### src/design/multi_queue_shared_buffer_top_assert.svh
// ----------------------------------------------------------------------------
// multi_queue_shared_buffer_top_assert.svh
// assertion macros used by mqsb_core of the multi queue shared buffer
// ----------------------------------------------------------------------------
`ifndef MULTI_QUEUE_SHARED_BUFFER_TOP_ASSERT_SVH
`define MULTI_QUEUE_SHARED_BUFFER_TOP_ASSERT_SVH

// expression holds at every edge out of reset
`define MQSB_ASSERT_ALWAYS(label, clk, rst_n, expr) \
	label: assert property (@(posedge clk) disable iff (!rst_n) (expr)) \
		else $error("mqsb invariant violated");

// consequent holds in the same cycle as the antecedent
`define MQSB_ASSERT_IMPLIES(label, clk, rst_n, ante, cons) \
	label: assert property (@(posedge clk) disable iff (!rst_n) (ante) |-> (cons)) \
		else $error("mqsb implication violated");

// consequent holds in the cycle after the antecedent
`define MQSB_ASSERT_NEXT(label, clk, rst_n, ante, cons) \
	label: assert property (@(posedge clk) disable iff (!rst_n) (ante) |=> (cons)) \
		else $error("mqsb next-cycle check violated");

`endif

### src/design/mqsb_pkg.sv
// ----------------------------------------------------------------------------
// mqsb_pkg
// types and constants of the multi queue shared buffer
// ----------------------------------------------------------------------------
`default_nettype none

package mqsb_pkg;

	localparam int DATA_W         = 32;
	localparam int KIND_W         = 2;
	localparam int QNUM_W         = 2;
	localparam int STATUS_W       = 2;
	localparam int NUM_QUEUES_DEF = 4;
	localparam int SLOTS_DEF      = 64;

	localparam logic [KIND_W-1:0] KIND_PUSH = 2'd0;
	localparam logic [KIND_W-1:0] KIND_POP  = 2'd1;
	localparam logic [KIND_W-1:0] KIND_PEEK = 2'd2;

	localparam logic [STATUS_W-1:0] STAT_DONE  = 2'd0;
	localparam logic [STATUS_W-1:0] STAT_FULL  = 2'd1;
	localparam logic [STATUS_W-1:0] STAT_EMPTY = 2'd2;

	// which prefetched link read is in flight
	typedef enum logic [1:0] {
		PEND_NONE,
		PEND_FREE,
		PEND_QUEUE
	} pend_t;

	typedef struct packed {
		logic [KIND_W-1:0]        kind;
		logic [QNUM_W-1:0]        queue_number;
		logic signed [DATA_W-1:0] value;
	} item_t;

	typedef struct packed {
		logic [STATUS_W-1:0]      status;
		logic                     queue_empty;
		logic signed [DATA_W-1:0] front_value;
		logic signed [DATA_W-1:0] back_value;
	} result_t;

endpackage

`default_nettype wire

### src/design/mqsb_link_ram.sv
// ----------------------------------------------------------------------------
// mqsb_link_ram
// slot link store, one write and one registered read per cycle
// ----------------------------------------------------------------------------
`default_nettype none

module mqsb_link_ram #(
	parameter int SLOTS = mqsb_pkg::SLOTS_DEF
) (
	input  wire logic                         clk,
	input  wire logic                         arst_n,
	input  wire logic                         we,
	input  wire logic [$clog2(SLOTS)-1:0]     waddr,
	input  wire logic [$clog2(SLOTS+1)-1:0]   wdata,
	input  wire logic                         re,
	input  wire logic [$clog2(SLOTS)-1:0]     raddr,
	output logic      [$clog2(SLOTS+1)-1:0]   rdata
);

	localparam int PW = $clog2(SLOTS+1);

	logic [PW-1:0]    mem [SLOTS];
	logic [SLOTS-1:0] valid_q;
	logic [PW-1:0]    rdata_q;

	always_ff @(posedge clk or negedge arst_n) begin
		if (!arst_n) begin
			valid_q <= '0;
		end else if (we) begin
			valid_q[waddr] <= 1'b1;
		end
	end

	// an unwritten slot reads as a link to the next slot
	always_ff @(posedge clk) begin
		if (we) begin
			mem[waddr] <= wdata;
		end
		if (re) begin
			rdata_q <= valid_q[raddr] ? mem[raddr] : PW'(raddr) + PW'(1);
		end
	end

	assign rdata = rdata_q;

endmodule

`default_nettype wire

### src/design/mqsb_data_ram.sv
// ----------------------------------------------------------------------------
// mqsb_data_ram
// successor data store: the entry of a slot holds the word of the slot it
// links to; one write and one registered read per cycle
// ----------------------------------------------------------------------------
`default_nettype none

module mqsb_data_ram #(
	parameter int SLOTS = mqsb_pkg::SLOTS_DEF
) (
	input  wire logic                          clk,
	input  wire logic                          we,
	input  wire logic [$clog2(SLOTS)-1:0]      waddr,
	input  wire logic [mqsb_pkg::DATA_W-1:0]   wdata,
	input  wire logic                          re,
	input  wire logic [$clog2(SLOTS)-1:0]      raddr,
	output logic      [mqsb_pkg::DATA_W-1:0]   rdata
);

	logic [mqsb_pkg::DATA_W-1:0] mem [SLOTS];
	logic [mqsb_pkg::DATA_W-1:0] rdata_q;

	always_ff @(posedge clk) begin
		if (we) begin
			mem[waddr] <= wdata;
		end
		if (re) begin
			rdata_q <= mem[raddr];
		end
	end

	assign rdata = rdata_q;

endmodule

`default_nettype wire

### src/design/mqsb_core.sv
// ----------------------------------------------------------------------------
// mqsb_core
// queue pointer state, free list and slot stores; one operation per cycle
// ----------------------------------------------------------------------------
`default_nettype none

`include "multi_queue_shared_buffer_top_assert.svh"

module mqsb_core #(
	parameter int NUM_QUEUES = mqsb_pkg::NUM_QUEUES_DEF,
	parameter int SLOTS      = mqsb_pkg::SLOTS_DEF
) (
	input  wire logic              clk,
	input  wire logic              arst_n,
	input  wire logic              exec,
	input  wire mqsb_pkg::item_t   item,
	output mqsb_pkg::result_t      result
);

	localparam int AW  = $clog2(SLOTS);
	localparam int PW  = $clog2(SLOTS+1);
	localparam int QIW = (NUM_QUEUES > 1) ? $clog2(NUM_QUEUES) : 1;
	localparam int DW  = mqsb_pkg::DATA_W;
	localparam logic [PW-1:0] NIL = PW'(SLOTS);

	// control state
	logic [PW-1:0]         free_head_q, free_head_d;
	logic [PW-1:0]         fnext_q, fnext_d, fnext_e;
	logic [PW-1:0]         head_q [NUM_QUEUES];
	logic [PW-1:0]         head_d [NUM_QUEUES];
	mqsb_pkg::pend_t       pend_q, pend_d;
	logic [QIW-1:0]        pend_qi_q, pend_qi_d;

	// payload state: tail slot, link of head slot and the cached data words
	logic [AW-1:0]         tail_q  [NUM_QUEUES];
	logic [AW-1:0]         tail_d  [NUM_QUEUES];
	logic [AW-1:0]         hnext_q [NUM_QUEUES];
	logic [AW-1:0]         hnext_d [NUM_QUEUES];
	logic [AW-1:0]         hnext_e [NUM_QUEUES];
	logic [DW-1:0]         hdata_q [NUM_QUEUES];
	logic [DW-1:0]         hdata_d [NUM_QUEUES];
	logic [DW-1:0]         hdata_e [NUM_QUEUES];
	logic [DW-1:0]         front_q [NUM_QUEUES];
	logic [DW-1:0]         front_d [NUM_QUEUES];
	logic [DW-1:0]         back_q  [NUM_QUEUES];
	logic [DW-1:0]         back_d  [NUM_QUEUES];

	// store ports
	logic                  link_we, link_re, data_we, data_re;
	logic [AW-1:0]         link_waddr, link_raddr, data_waddr, data_raddr;
	logic [PW-1:0]         link_rdata;
	logic [DW-1:0]         data_rdata;

	logic                  q_ok, is_empty, is_one, three_plus;
	logic                  push_ok, pop_ok, empty_after;
	logic [QIW-1:0]        qi;
	logic [PW-1:0]         h;
	logic [AW-1:0]         t;
	logic [mqsb_pkg::STATUS_W-1:0] status;

	mqsb_link_ram #(.SLOTS(SLOTS)) u_link (
		.clk    (clk),
		.arst_n (arst_n),
		.we     (link_we),
		.waddr  (link_waddr),
		.wdata  (free_head_q),
		.re     (link_re),
		.raddr  (link_raddr),
		.rdata  (link_rdata)
	);

	mqsb_data_ram #(.SLOTS(SLOTS)) u_data (
		.clk    (clk),
		.we     (data_we),
		.waddr  (data_waddr),
		.wdata  (item.value),
		.re     (data_re),
		.raddr  (data_raddr),
		.rdata  (data_rdata)
	);

	// fold in the link read issued in the previous cycle
	always_comb begin
		fnext_e = (pend_q == mqsb_pkg::PEND_FREE) ? link_rdata : fnext_q;
		for (int i = 0; i < NUM_QUEUES; i++) begin
			if (pend_q == mqsb_pkg::PEND_QUEUE && pend_qi_q == QIW'(i)) begin
				hnext_e[i] = link_rdata[AW-1:0];
				hdata_e[i] = data_rdata;
			end else begin
				hnext_e[i] = hnext_q[i];
				hdata_e[i] = hdata_q[i];
			end
		end
	end

	always_comb begin
		q_ok       = 32'(item.queue_number) < 32'(NUM_QUEUES);
		qi         = QIW'(item.queue_number);
		h          = head_q[qi];
		t          = tail_q[qi];
		is_empty   = (h == NIL);
		is_one     = !is_empty && (h[AW-1:0] == t);
		three_plus = !is_empty && !is_one && (hnext_e[qi] != t);
		push_ok    = exec && q_ok && item.kind == mqsb_pkg::KIND_PUSH && free_head_q != NIL;
		pop_ok     = exec && q_ok && item.kind == mqsb_pkg::KIND_POP && !is_empty;
	end

	always_comb begin
		free_head_d = free_head_q;
		fnext_d     = fnext_e;
		pend_d      = mqsb_pkg::PEND_NONE;
		pend_qi_d   = pend_qi_q;
		head_d      = head_q;
		tail_d      = tail_q;
		hnext_d     = hnext_e;
		hdata_d     = hdata_e;
		front_d     = front_q;
		back_d      = back_q;
		link_we     = 1'b0;
		link_waddr  = t;
		link_re     = 1'b0;
		link_raddr  = fnext_e[AW-1:0];
		data_we     = 1'b0;
		data_waddr  = t;
		data_re     = 1'b0;
		data_raddr  = hnext_e[qi];
		status      = mqsb_pkg::STAT_DONE;

		if (exec && q_ok) begin
			case (item.kind)
				mqsb_pkg::KIND_PUSH: begin
					if (free_head_q == NIL) begin
						status = mqsb_pkg::STAT_FULL;
					end else begin
						free_head_d = fnext_e;
						if (fnext_e != NIL) begin
							link_re = 1'b1;
							pend_d  = mqsb_pkg::PEND_FREE;
						end
						if (is_empty) begin
							head_d[qi]  = free_head_q;
							front_d[qi] = item.value;
						end else begin
							// old tail now links to the new slot and carries its word
							link_we = 1'b1;
							data_we = 1'b1;
							if (is_one) begin
								hnext_d[qi] = free_head_q[AW-1:0];
								hdata_d[qi] = item.value;
							end
						end
						tail_d[qi] = free_head_q[AW-1:0];
						back_d[qi] = item.value;
					end
				end
				mqsb_pkg::KIND_POP: begin
					if (is_empty) begin
						status = mqsb_pkg::STAT_EMPTY;
					end else begin
						// head slot goes back on top of the free list
						link_we     = 1'b1;
						link_waddr  = h[AW-1:0];
						free_head_d = h;
						fnext_d     = free_head_q;
						if (is_one) begin
							head_d[qi] = NIL;
						end else begin
							head_d[qi]  = PW'(hnext_e[qi]);
							front_d[qi] = hdata_e[qi];
							if (three_plus) begin
								link_re    = 1'b1;
								link_raddr = hnext_e[qi];
								data_re    = 1'b1;
								pend_d     = mqsb_pkg::PEND_QUEUE;
								pend_qi_d  = qi;
							end
						end
					end
				end
				default: begin
					status = mqsb_pkg::STAT_DONE;
				end
			endcase
		end
	end

	always_comb begin
		empty_after = !q_ok || head_d[qi] == NIL;
		result.status      = status;
		result.queue_empty = empty_after;
		result.front_value = empty_after ? '0 : front_d[qi];
		result.back_value  = empty_after ? '0 : back_d[qi];
	end

	always_ff @(posedge clk or negedge arst_n) begin
		if (!arst_n) begin
			free_head_q <= '0;
			fnext_q     <= PW'(1);
			pend_q      <= mqsb_pkg::PEND_NONE;
			pend_qi_q   <= '0;
			for (int i = 0; i < NUM_QUEUES; i++) begin
				head_q[i] <= NIL;
			end
		end else begin
			free_head_q <= free_head_d;
			fnext_q     <= fnext_d;
			pend_q      <= pend_d;
			pend_qi_q   <= pend_qi_d;
			head_q      <= head_d;
		end
	end

	always_ff @(posedge clk) begin
		tail_q  <= tail_d;
		hnext_q <= hnext_d;
		hdata_q <= hdata_d;
		front_q <= front_d;
		back_q  <= back_d;
	end

	`MQSB_ASSERT_IMPLIES(a_pend_free_has_head, clk, arst_n, pend_q == mqsb_pkg::PEND_FREE, free_head_q != NIL)
	`MQSB_ASSERT_IMPLIES(a_pend_queue_two_plus, clk, arst_n, pend_q == mqsb_pkg::PEND_QUEUE, head_q[pend_qi_q] != NIL && head_q[pend_qi_q][AW-1:0] != tail_q[pend_qi_q])
	`MQSB_ASSERT_NEXT(a_push_fills_queue, clk, arst_n, push_ok, head_q[$past(qi)] != NIL)
	`MQSB_ASSERT_NEXT(a_pop_frees_head, clk, arst_n, pop_ok, free_head_q == $past(h))

endmodule

`default_nettype wire

### src/design/multi_queue_shared_buffer_top.sv
// ----------------------------------------------------------------------------
// multi_queue_shared_buffer_top
// several fifo queues in one shared slot store with a linked free list
// ----------------------------------------------------------------------------
// usage
//   s_axis carries one operation per transaction: tuser holds kind and queue
//   number, tdata the value to push. m_axis returns exactly one result per
//   operation: tuser holds status and queue_empty, tdata front and back value.
//   an operation passes the input register and then the result register before
//   its result shows on m_axis. throughput is one operation per cycle while
//   m_axis takes results; the link store prefetches the next link of the free
//   head and of each queue head, so consecutive operations on the same queue
//   never wait.
//   reset empties every queue and threads all slots into the free list; no
//   clearing pass is needed, slot links read as their reset value until
//   written. while m_axis is stalled the result register holds, the input
//   register fills, and s_axis_tready then drops until the result is taken.
// ----------------------------------------------------------------------------
`default_nettype none

module multi_queue_shared_buffer_top #(
	parameter int NUM_QUEUES = mqsb_pkg::NUM_QUEUES_DEF,
	parameter int SLOTS      = mqsb_pkg::SLOTS_DEF
) (
	input  wire logic        clk,
	input  wire logic        arst_n,
	input  wire logic        s_axis_tvalid,
	output logic             s_axis_tready,
	input  wire logic [31:0] s_axis_tdata,  // value[31:0]
	input  wire logic [3:0]  s_axis_tuser,  // kind[1:0], queue_number[3:2]
	output logic             m_axis_tvalid,
	input  wire logic        m_axis_tready,
	output logic [63:0]      m_axis_tdata,  // front_value[31:0], back_value[63:32]
	output logic [2:0]       m_axis_tuser   // status[1:0], queue_empty[2]
);

	logic              valid_s1;
	mqsb_pkg::item_t   item_s1;
	logic              valid_s2;
	mqsb_pkg::result_t res_s2;
	mqsb_pkg::result_t res;
	logic              exec;

	assign exec          = valid_s1 && (!valid_s2 || m_axis_tready);
	assign s_axis_tready = !valid_s1 || exec;

	always_ff @(posedge clk or negedge arst_n) begin
		if (!arst_n) begin
			valid_s1 <= 1'b0;
			valid_s2 <= 1'b0;
		end else begin
			if (s_axis_tready) begin
				valid_s1 <= s_axis_tvalid;
			end
			if (exec) begin
				valid_s2 <= 1'b1;
			end else if (m_axis_tready) begin
				valid_s2 <= 1'b0;
			end
		end
	end

	always_ff @(posedge clk) begin
		if (s_axis_tready && s_axis_tvalid) begin
			item_s1.kind         <= s_axis_tuser[1:0];
			item_s1.queue_number <= s_axis_tuser[3:2];
			item_s1.value        <= s_axis_tdata;
		end
		if (exec) begin
			res_s2 <= res;
		end
	end

	mqsb_core #(
		.NUM_QUEUES (NUM_QUEUES),
		.SLOTS      (SLOTS)
	) u_core (
		.clk    (clk),
		.arst_n (arst_n),
		.exec   (exec),
		.item   (item_s1),
		.result (res)
	);

	assign m_axis_tvalid = valid_s2;
	assign m_axis_tdata  = {res_s2.back_value, res_s2.front_value};
	assign m_axis_tuser  = {res_s2.queue_empty, res_s2.status};

endmodule

`default_nettype wire

### config.mk
export PLATFORM = sky130hd
export DESIGN_NAME = multi_queue_shared_buffer_top
export DESIGN_NICKNAME = d
export VERILOG_FILES = /design/src/design/mqsb_pkg.sv /design/src/design/mqsb_link_ram.sv /design/src/design/mqsb_data_ram.sv /design/src/design/mqsb_core.sv /design/src/design/multi_queue_shared_buffer_top.sv
export VERILOG_INCLUDE_DIRS = /design/src /design/src/design
export SDC_FILE = /design/constraint.sdc
export NUM_CORES = 2
export LEC_CHECK = 0
export ABC_CLOCK_PERIOD_IN_PS = 4900
export BUFFER_PORTS_ARGS = -buffer_cell sky130_fd_sc_hd__buf_2
export CAP_MARGIN = 20
export CORE_MARGIN = 1
export CORE_UTILIZATION = 55
export CTS_BUF_LIST = sky130_fd_sc_hd__clkbuf_2
export DETAILED_ROUTE_END_ITERATION = 6
export GPL_TIMING_DRIVEN = 1
export PLACE_DENSITY_LB_ADDON = 0.15
export SKIP_CTS_REPAIR_TIMING = 1
export SLEW_MARGIN = 20
export SYNTH_ARGS = -nofsm -noshare
export SYNTH_HDL_FRONTEND = slang
export SYNTH_SLANG_ARGS = --single-unit
### constraint.sdc
create_clock -name clk -period 4.9 [get_ports clk]
set_input_delay 0.49 -clock clk [delete_from_list [all_inputs] [get_ports clk]]
set_output_delay 0.49 -clock clk [all_outputs]
set_load 0.05 [all_outputs]
==> impl_metrics.ini <==
[status]
outcome = completed

[sta]
finalMaxSlewViolations = 0
slew_headroom_pct = 19.19
hold_viol = 0
rsz0062_at_grt = true
max_freq_mhz = 204.8
tightest_slew_ps = 1212
post-route-min-period_ps = 4882
setup_viol = 0
skew_ps = 213.2
finalCritPeriodShare_pct = 99.64

[logic_synthesis]
syn-instance-count = 10380
synth_nets = 10420
ys.warnings.count = 0
synth_edf_count = 2662
avgSynthCellArea_um2 = 12.48
synth_cell_type_count = 86
synth.yosys.seq_area_share_pct = 70.20
synth-async-reset-ratio_pct = 3.520
ys.flop_type = edfxtp_1
yosys_register_bits = 3182
syn_area_um2 = 129500

[routing]
drtPass1Iterations = 7
num_vias = 91440
drc_errors = 0
highest_layer = met4
wl_met2_um = 181100
wl_met3_um = 38350
wl_met1_um = 152700
ant_nets = 0
totalWireLength_um = 386000
viasPerCell = 6.092
drt_iter0_drc = 10960
wl_per_cell_um = 25.72

[die]
die_w_um = 487.3
die_h_um = 487.3
row_count = 177
core-area_um2 = 233400
ios = 109
initial_utilization_pct = 55.48
dieArea_um2 = 237400

[layout]
finalInstanceArea_um2 = 146700
syn_to_final_growth_pct = 13.27
drive_gt1_share_pct = 20.92
fill_cells = 18260
layout.cells.non_filler = 15010
fin_nets = 11360

[place]
io_buffers = 108
placed_area_um2 = 138000
dp_hpwl_um = 215100
finalWeightedCongestion = 0.9116
dpl.cell_count = 13520

[worst_setup_path]
rr_worst_depth = 16
critPathMaxFanout = 6
worst_setup_path_end_kind = flop
path_delay_family = multiplexers
max_stage_delay_ps = 650
criticalPathCategory = flop to flop
reg2reg_from = u_core.pend_qi_q[0]$_DFFE_PN0P_
start_kind = flop
cp.required_ps = 6570
crit_slowest_cell = mux4_4
path_cells = nor4b_2 -> buf_4 -> mux2i_2 -> mux4_4 -> xnor2_2 -> or4_4 -> o31ai_4 -> buf_6 -> mux2i_4 -> buf_12 -> mux2i_1 -> a221oi_1 -> a21oi_1 -> o2111ai_2 -> and4_4 -> mux2_4
reg2reg_to = u_core.u_link.rdata[1]$_DFFE_PP_
worst-path-buf-inv = 3
rrSetupSlack_ps = 20
crit_arrival_ps = 6560

[clock_tree]
cts_root_buffer = clkbuf_2
htreeDepth = 6
clk_path_buf_depth = 4
cts_tree = done
cts_sinks = 3182
path_clk_slew_ps = 110
worstSkewPairLatency_ps = 1980
numCtsBuffers = 783

[global_routing]
track_usage_pct = 31.60
grt_pass1_vias = 87660
overflow = 0
antenna_found_initial = 11
grt_max_degree = 171
grt_pass1_wl_um = 558600

[pwr]
p_clk_share_pct = 22.4
swShare_pct = 37.68
seq_power_share_pct = 42.3
p_total_mw = 77.78
p_per_area_nw_per_um2 = 530.3
peakVddDrop_mv = 0.3799
combPwrFrac_pct = 35.2
p_leak_nw = 53.69
internal_power_mw = 48.47
switchingPower_mw = 29.31

[flow_run]
maxCapViolations = 0

[hold_path]
min_path_type = input pin to async pin
## tightest hold or removal path: cells and delay by family
| kind | cells | cell delay (ps) |
|---|---|---|
| buffers and inverters | 5 | 2000 |
## power by group through the flow
stage	Sequential, mW	Clock, mW	Combinational (mW)
global placement	33.4	0	25.9
global route	33.1	19.0	29.2
detailed placement	33.5	0	26.4
floorplan	33.9	0	15.1
finish	32.9	17.4	27.4
CTS	32.9	17.7	26.4
## layout by cell type (no fill, tap or decap), types with 72 or more instances in the layout
| cell | Yosys | routed |
|---|---|---|
| a21oi_1 | 520 | 518 |
| nand3_1 | 1084 | 1084 |
| mux4_2 | 107 | 106 |
| a211oi_1 | 114 | 105 |
| nand2_1 | 2529 | 2523 |
| mux2_2 | 143 | 142 |
| buf_12 | 0 | 120 |
| and3_1 | 134 | 134 |
| dlygate4sd3_1 | 0 | 117 |
| mux2i_1 | 276 | 271 |
| o21ai_0 | 157 | 156 |
| nor2_4 | 1 | 73 |
| a311oi_1 | 324 | 322 |
| dfxtp_1 | 408 | 408 |
| buf_2 | 44 | 107 |
| nor2_1 | 463 | 389 |
| buf_4 | 17 | 552 |
| clkinv_1 | 0 | 131 |
| edfxtp_1 | 2662 | 2662 |
| clkbuf_2 | 0 | 1153 |
| a31oi_1 | 72 | 72 |
| dfrtp_1 | 107 | 100 |
## cell usage after synthesis, types with 6 or more instances
master       n  area share (%)
nand2_1   2529             7.3
o21ai_0    157            0.61
nor3_1      24           0.093
inv_1       25           0.072
a22o_1      18            0.12
a21oi_1    520             2.0
buf_4       17           0.099
a211oi_1   114            0.66
nor2b_1     68            0.33
edfxtp_1  2662              62
a311oi_1   324             2.2
or2_2       68            0.33
o22a_1      23            0.16
dfrtp_1    107             2.1
a32oi_1      7           0.047
nor4_1      19           0.092
xor2_1       6           0.041
nor3b_1     14           0.081
xnor2_1      8           0.054
o22ai_1      7           0.034
nand3_1   1084             4.2
and3_1     134            0.65
a221oi_1    51            0.34
a22oi_1     55            0.32
buf_6       11           0.096
mux2_2     143             1.2
clkbuf_1   622             1.8
buf_2       44            0.17
nor2_1     463             1.3
mux2i_1    276             2.1
buf_1       73            0.21
o21ai_1      9           0.035
mux4_2     107             1.9
or3_1        9           0.043
o211ai_1     9           0.052
and2_1      10           0.048
a31oi_1     72            0.35
dfxtp_1    408             6.3
## routing by layer
layer	GRT usage [%]	up-vias
met5	0	-
met4	12.45	0
met3	5.813	787
met2	49.78	5185
met1	43.64	44990
li1	-	40480
## per-stage QoR
stage                     TNS, ps  util (%)  hold slack (ps)  setup slack, ps
after global routing       -588.3     62.84           -25.29           -130.3
final                           0     62.84            116.4            17.71
after CTS                   -1372     62.08            -1703           -272.5
after floorplan                 0         -            194.4            3.059
after global placement     -653.0     59.14            439.9           -218.0
after detailed placement    -1118     59.14            452.3           -254.7
## worst max-delay path by stage
stage | slack (ps) | depth (start not counted) | endpoint | from
2_1_floorplan | 3 | 17 | u_core.u_link.rdata[1]$_DFFE_PP_ | u_core.pend_q[0]$_DFF_PN0_
3_3_place_gp | -220 | 16 | u_core.u_link.rdata[1]$_DFFE_PP_ | u_core.pend_q[0]$_DFF_PN0_
3_5_place_dp | -250 | 16 | u_core.u_link.rdata[1]$_DFFE_PP_ | u_core.pend_qi_q[1]$_DFFE_PN0P_
4_1_cts | -270 | 16 | u_core.u_link.rdata[1]$_DFFE_PP_ | u_core.pend_q[0]$_DFF_PN0_
5_1_grt | -130 | 16 | u_core.u_link.rdata[1]$_DFFE_PP_ | u_core.pend_qi_q[0]$_DFFE_PN0P_
6_report | 20 | 16 | u_core.u_link.rdata[1]$_DFFE_PP_ | u_core.pend_qi_q[0]$_DFFE_PN0P_
## kinds of logic after synthesis
family	Yosys count	share of synthesized area [%]
and+or+nand+nor	4455	14.74
muxes	529	5.266
buffers and inverters	794	2.459
adders and majority gates	1	0.009660
DFF	3182	70.20
AOI/OAI and AO/OA	1406	7.234
xor gates and xnor gates	14	0.09468
## registers in the layout, indices dropped and copies added (netlist names), 2 cells and up
name	count
u_core.u_data.mem	2048
u_core.u_link.mem	448
u_core.back_q	128
u_core.front_q	128
u_core.hdata_q	128
m_axis_tdata	64
u_core.u_link.valid_q	64
item_s1	36
u_core.u_data.rdata	32
u_core.head_q	28
u_core.hnext_q	24
u_core.tail_q	24
u_core.fnext_q	7
u_core.free_head_q	7
u_core.u_link.rdata	7
m_axis_tuser	3
u_core.pend_q	2
u_core.pend_qi_q	2
## cell type report
class,instances,area [um^2],share of cell area (%)
tap,3132,3919,2.671
clock buffer,1153,5771,3.934
clock inverter,183,1100,0.7497
antenna,12,30.03,0.02047
timing repair buffer,915,8572,5.843
multi-input combinational,6405,36260,24.72
sequential,3182,90920,61.98
inverter,27,122.6,0.08359
No activity file was read; power rests on OpenSTA's default activity.
